### src/rtl/core/lesf_pkg.sv
// shared constants and types for the largest empty square finder
// no dependencies
package lesf_pkg;

  localparam int unsigned DEF_MAX_SIDE = 1024;
  localparam int unsigned QUEUE_DEPTH  = 4;

  localparam int unsigned CHAR_W = 8;
  localparam int unsigned SIDE_W = 11;
  localparam int unsigned POS_W  = 10;

  localparam logic [CHAR_W-1:0] EMPTY_CHAR = 8'h2E;
  localparam logic [CHAR_W-1:0] BLOCK_CHAR = 8'h6F;

  localparam logic [SIDE_W-1:0] GRID_SIDE_RST = 11'd1024;

  typedef struct packed {
    logic vld;
    logic empty;
  } cell_req_t;

endpackage

### src/rtl/core/lesf_front.sv
// front end: accepts map bytes, drops anything but cells, queues cell requests
// depends on lesf_pkg
module lesf_front
  import lesf_pkg::*;
(
  input  logic              clk,
  input  logic              rst_n,
  input  logic              in_valid,
  output logic              in_stall,
  input  logic [CHAR_W-1:0] in_map_char,
  output cell_req_t         req,
  input  logic              req_pop
);

  localparam int unsigned PTR_W = $clog2(QUEUE_DEPTH);
  localparam int unsigned CNT_W = $clog2(QUEUE_DEPTH + 1);

  logic [QUEUE_DEPTH-1:0] slot_r;
  logic [PTR_W-1:0]       wr_ptr_r, wr_ptr_nxt;
  logic [PTR_W-1:0]       rd_ptr_r, rd_ptr_nxt;
  logic [CNT_W-1:0]       cnt_r, cnt_nxt;
  logic                   is_cell;
  logic                   push;
  logic                   pop;

  always_comb begin
    is_cell = in_map_char inside {EMPTY_CHAR, BLOCK_CHAR};
  end

  assign in_stall = (cnt_r == CNT_W'(QUEUE_DEPTH));
  assign push     = in_valid && !in_stall && is_cell;
  assign pop      = req_pop && (cnt_r != '0);

  assign req.vld   = (cnt_r != '0);
  assign req.empty = slot_r[rd_ptr_r];

  always_comb begin
    wr_ptr_nxt = wr_ptr_r;
    rd_ptr_nxt = rd_ptr_r;
    cnt_nxt    = cnt_r;
    if (push) begin
      wr_ptr_nxt = (wr_ptr_r == PTR_W'(QUEUE_DEPTH - 1)) ? '0 : wr_ptr_r + 1'b1;
    end
    if (pop) begin
      rd_ptr_nxt = (rd_ptr_r == PTR_W'(QUEUE_DEPTH - 1)) ? '0 : rd_ptr_r + 1'b1;
    end
    if (push && !pop) begin
      cnt_nxt = cnt_r + 1'b1;
    end else if (pop && !push) begin
      cnt_nxt = cnt_r - 1'b1;
    end
  end

  always_ff @(posedge clk) begin
    if (!rst_n) begin
      wr_ptr_r <= '0;
      rd_ptr_r <= '0;
      cnt_r    <= '0;
    end else begin
      wr_ptr_r <= wr_ptr_nxt;
      rd_ptr_r <= rd_ptr_nxt;
      cnt_r    <= cnt_nxt;
    end
  end

  always_ff @(posedge clk) begin
    if (push) begin
      slot_r[wr_ptr_r] <= (in_map_char == EMPTY_CHAR);
    end
  end

endmodule

### config.mk
export PLATFORM = sky130hd
export DESIGN_NAME = lesf_front
export DESIGN_NICKNAME = d
export VERILOG_FILES = /design/src/rtl/core/lesf_pkg.sv /design/src/rtl/core/lesf_front.sv
export SDC_FILE = /design/constraint.sdc
export NUM_CORES = 1
export LEC_CHECK = 0
export BUFFER_PORTS_ARGS = -buffer_cell sky130_fd_sc_hd__buf_2
export CAP_MARGIN = 20
export CORE_UTILIZATION = 40
export CTS_CLUSTER_SIZE = 30
export DETAILED_ROUTE_END_ITERATION = 8
export GPL_ROUTABILITY_DRIVEN = 0
export GPL_TIMING_DRIVEN = 0
export HOLD_SLACK_MARGIN = 0.03
export PLACE_DENSITY = 0.61
export SLEW_MARGIN = 30
export SYNTH_ARGS = -nofsm -noshare
export SYNTH_HDL_FRONTEND = slang
export SYNTH_SLANG_ARGS = --single-unit
### constraint.sdc
create_clock -name clk -period 2.8 [get_ports clk]
set_clock_uncertainty 0.2 [all_clocks]
set_input_delay 0.56 -clock clk [delete_from_list [all_inputs] [get_ports clk]]
set_output_delay 0.56 -clock clk [all_outputs]
set_load 0.05 [all_outputs]
==> results.cfg <==
[worst_hold_path]
hold_depth = 2
min_from = wr_ptr_r[1]$_SDFFE_PN0P_
hold_class = reg2reg
holdPathEnd = wr_ptr_r[1]$_SDFFE_PN0P_

[critical_path]
r2r_slack_ns = 0.38
ff2ff_path_depth = 8
critPathRequiredTime_ns = 2.81
path_max_fanout = 5
crit_path_end_kind = flop
worst-setup-path-type = reg2reg
critPathLaunchType = flop
r2r_start = cnt_r[0]$_SDFFE_PN0P_
cp.arrival_ns = 2.43
r2r-end = cnt_r[2]$_SDFFE_PN0P_

[run]
maxCapViolations = 0

[synthesis]
synth_xor_area_frac = 0.0410
syn_nets = 74
ys_warn_count = 0
synthAdderAreaFrac = 0.148
ys_types = 21
synth_top_family_by_area = simple AND/OR/NAND/NOR gates
synth_area_per_cell_sq_um = 11.6
synth_compound_area_frac = 0.0430
synth_mux_area_frac = 0.0977
netlist_instances = 55
yosysSeqAreaShare = 0.406
ys_ff_latch = 11
synth-simple-area-share = 0.240
netlist_area_sq_um = 641

[drt]
first_iter_violations = 6
wirelength_mm = 1.01
vias = 444
vias_per_cell = 4.93
drc = 0
wl_per_cell_microns = 11.2
antenna_left = 0
firstDrtPassIters = 4

[outcome]
status = complete, no violations

[clock_tree]
clkSinkCount = 11
post_cts_buffers = 0
cts.clk_slew.worst_paths_ns = 0.07
cts_resized = 0
cts_hold_buf = 0
cts_root_buf = clkbuf_4
cts_tree = built
cts_max_level = 1
cts_max_path_buffers = 2
insertion_delay_ns = 0.27
cts_made_buffers = 3

[sta]
tightest_slew_ns = 0.559
setup_viol = 0
period_needed_ns = 2.42
hold_violations = 0
fmax_mhz = 413
rsz0062_at_grt = no
fin_crit_sh = 0.865
maxSlewViolCount = 0
fin_tns_setup_ns = 0
slew_headroom = 0.624

[layout]
post_route_cells_drive_above_1_share = 0.311
layout_commonest_cell = buf_2
nNetsFinal = 94
area_growth_pct = 19.3
antenna_cells = 0
final_cell_mix = 14 x buf_2, 7 x dfxtp_1, 6 x ha_1
utilization = 0.507
fillCellCount = 145

[grt]
overflow = 0
grt_antenna_before_repair = 0
track_usage = 0.142
grt_max_degree = 8
grt_pass1_wl_mm = 1.84
grt_pass1_vias = 453

[floorplanning]
die_w_microns = 42.0
start_util = 0.425
chipHeight_microns = 42.0
core_area_sq_mm = 0.00151
placementRows = 14
ios = 15
dieArea_sq_mm = 0.00177

[placed_design]
io_buffers = 14
hpwl_microns = 811

[power]
ir_drop_mv = 0.492
leakage_nw = 0.329
p_per_area_mw_per_mm2 = 839
power by group:
part / internal, mW / total [mW] / switching (mW)
sequential: 0.195 / 0.240 / 0.0449
clock: 0.0552 / 0.110 / 0.0548
combinational: 0.112 / 0.291 / 0.179
synth_stat cells:
| master | number | area [sq um] |
|---|---|---|
| mux2i_1 | 4 | 40.0 |
| ha_1 | 6 | 75.1 |
| edfxtp_1 | 4 | 120 |
| nand2_1 | 4 | 15.0 |
| nor4_4 | 1 | 21.3 |
| or3_1 | 4 | 25.0 |
| o21ai_0 | 1 | 5.00 |
| nand3b_1 | 1 | 7.51 |
| inv_1 | 4 | 15.0 |
| o31ai_2 | 1 | 12.5 |
| dfxtp_1 | 7 | 140 |
| xor2_1 | 3 | 26.3 |
| nand2b_1 | 1 | 6.26 |
| and2_1 | 4 | 25.0 |
| nor4_1 | 1 | 6.26 |
| nand4b_4 | 1 | 23.8 |
| a21oi_1 | 2 | 10.0 |
| nor2_1 | 3 | 11.3 |
| nor3b_2 | 1 | 12.5 |
| mux4_2 | 1 | 22.5 |
| fa_1 | 1 | 20.0 |
worst max-delay path, cell delays in order (launching register included):
cell and delay, ns:
dfxtp_1 0.46, nor3b_2 0.11, nor4_4 0.30, ha_1 0.22
inv_1 0.07, fa_1 0.39, xor2_1 0.18, or3_1 0.30
a21oi_1 0.13
worst max path at each step:
stage | startpoint | end | slack (ns) | cells after the start
floorplan | in_map_char[4] | cnt_r[2]$_SDFFE_PN0P_ | 0.16 | 8
global placement | in_map_char[4] | cnt_r[2]$_SDFFE_PN0P_ | -0.09 | 9
detailed placement | in_map_char[4] | cnt_r[2]$_SDFFE_PN0P_ | -0.13 | 9
CTS | in_map_char[4] | cnt_r[2]$_SDFFE_PN0P_ | 0.15 | 9
global route | cnt_r[0]$_SDFFE_PN0P_ | cnt_r[2]$_SDFFE_PN0P_ | 0.13 | 8
finish | cnt_r[0]$_SDFFE_PN0P_ | cnt_r[2]$_SDFFE_PN0P_ | 0.38 | 8
stage by stage:
stage | cells | instance area [sq um] | power, mW | hold slack [ns] | setup slack (ns)
final | 90 | 764 | 0.641 | 0.312 | 0.379
after floorplan | 55 | 641 | 0.471 | 0.268 | 0.156
after CTS | 89 | 757 | 0.648 | 0.315 | 0.147
after global routing | 90 | 764 | 0.691 | 0.349 | 0.126
after detailed placement | 85 | 731 | 0.535 | 0.302 | -0.135
after global placement | 85 | 731 | 0.526 | 0.283 | -0.0933
cell families after synthesis:
| logic type | Yosys count |
|---|---|
| flip-flops | 11 |
| XOR/XNOR | 3 |
| AO/OA/AOI/OAI | 4 |
| AND/OR/NAND/NOR | 21 |
| multiplexers | 5 |
| buffers and inverters | 4 |
| adder cells (fa/ha/maj) | 7 |
metal layers:
metal,up-vias,global-route usage,share of wire
met5,-,0,0
met4,0,0.0750,0.017
met3,4,0.0517,0.052
met2,17,0.241,0.49
met1,191,0.156,0.44
li1,232,-,-
layout make-up:
cell class	count	area, sq um	area share
timing repair buffer	15	77.6	0.101
inverter	4	15.0	0.0196
clock buffer	4	26.3	0.0344
multi-input combinational	40	365	0.478
tap	16	20.0	0.0262
sequential	11	260	0.340
state kept, by name, indices dropped and copies added, names as in the netlist:
register,cells
slot_r,4
cnt_r,3
rd_ptr_r,2
wr_ptr_r,2
No activity file was read; power rests on OpenSTA's default activity.
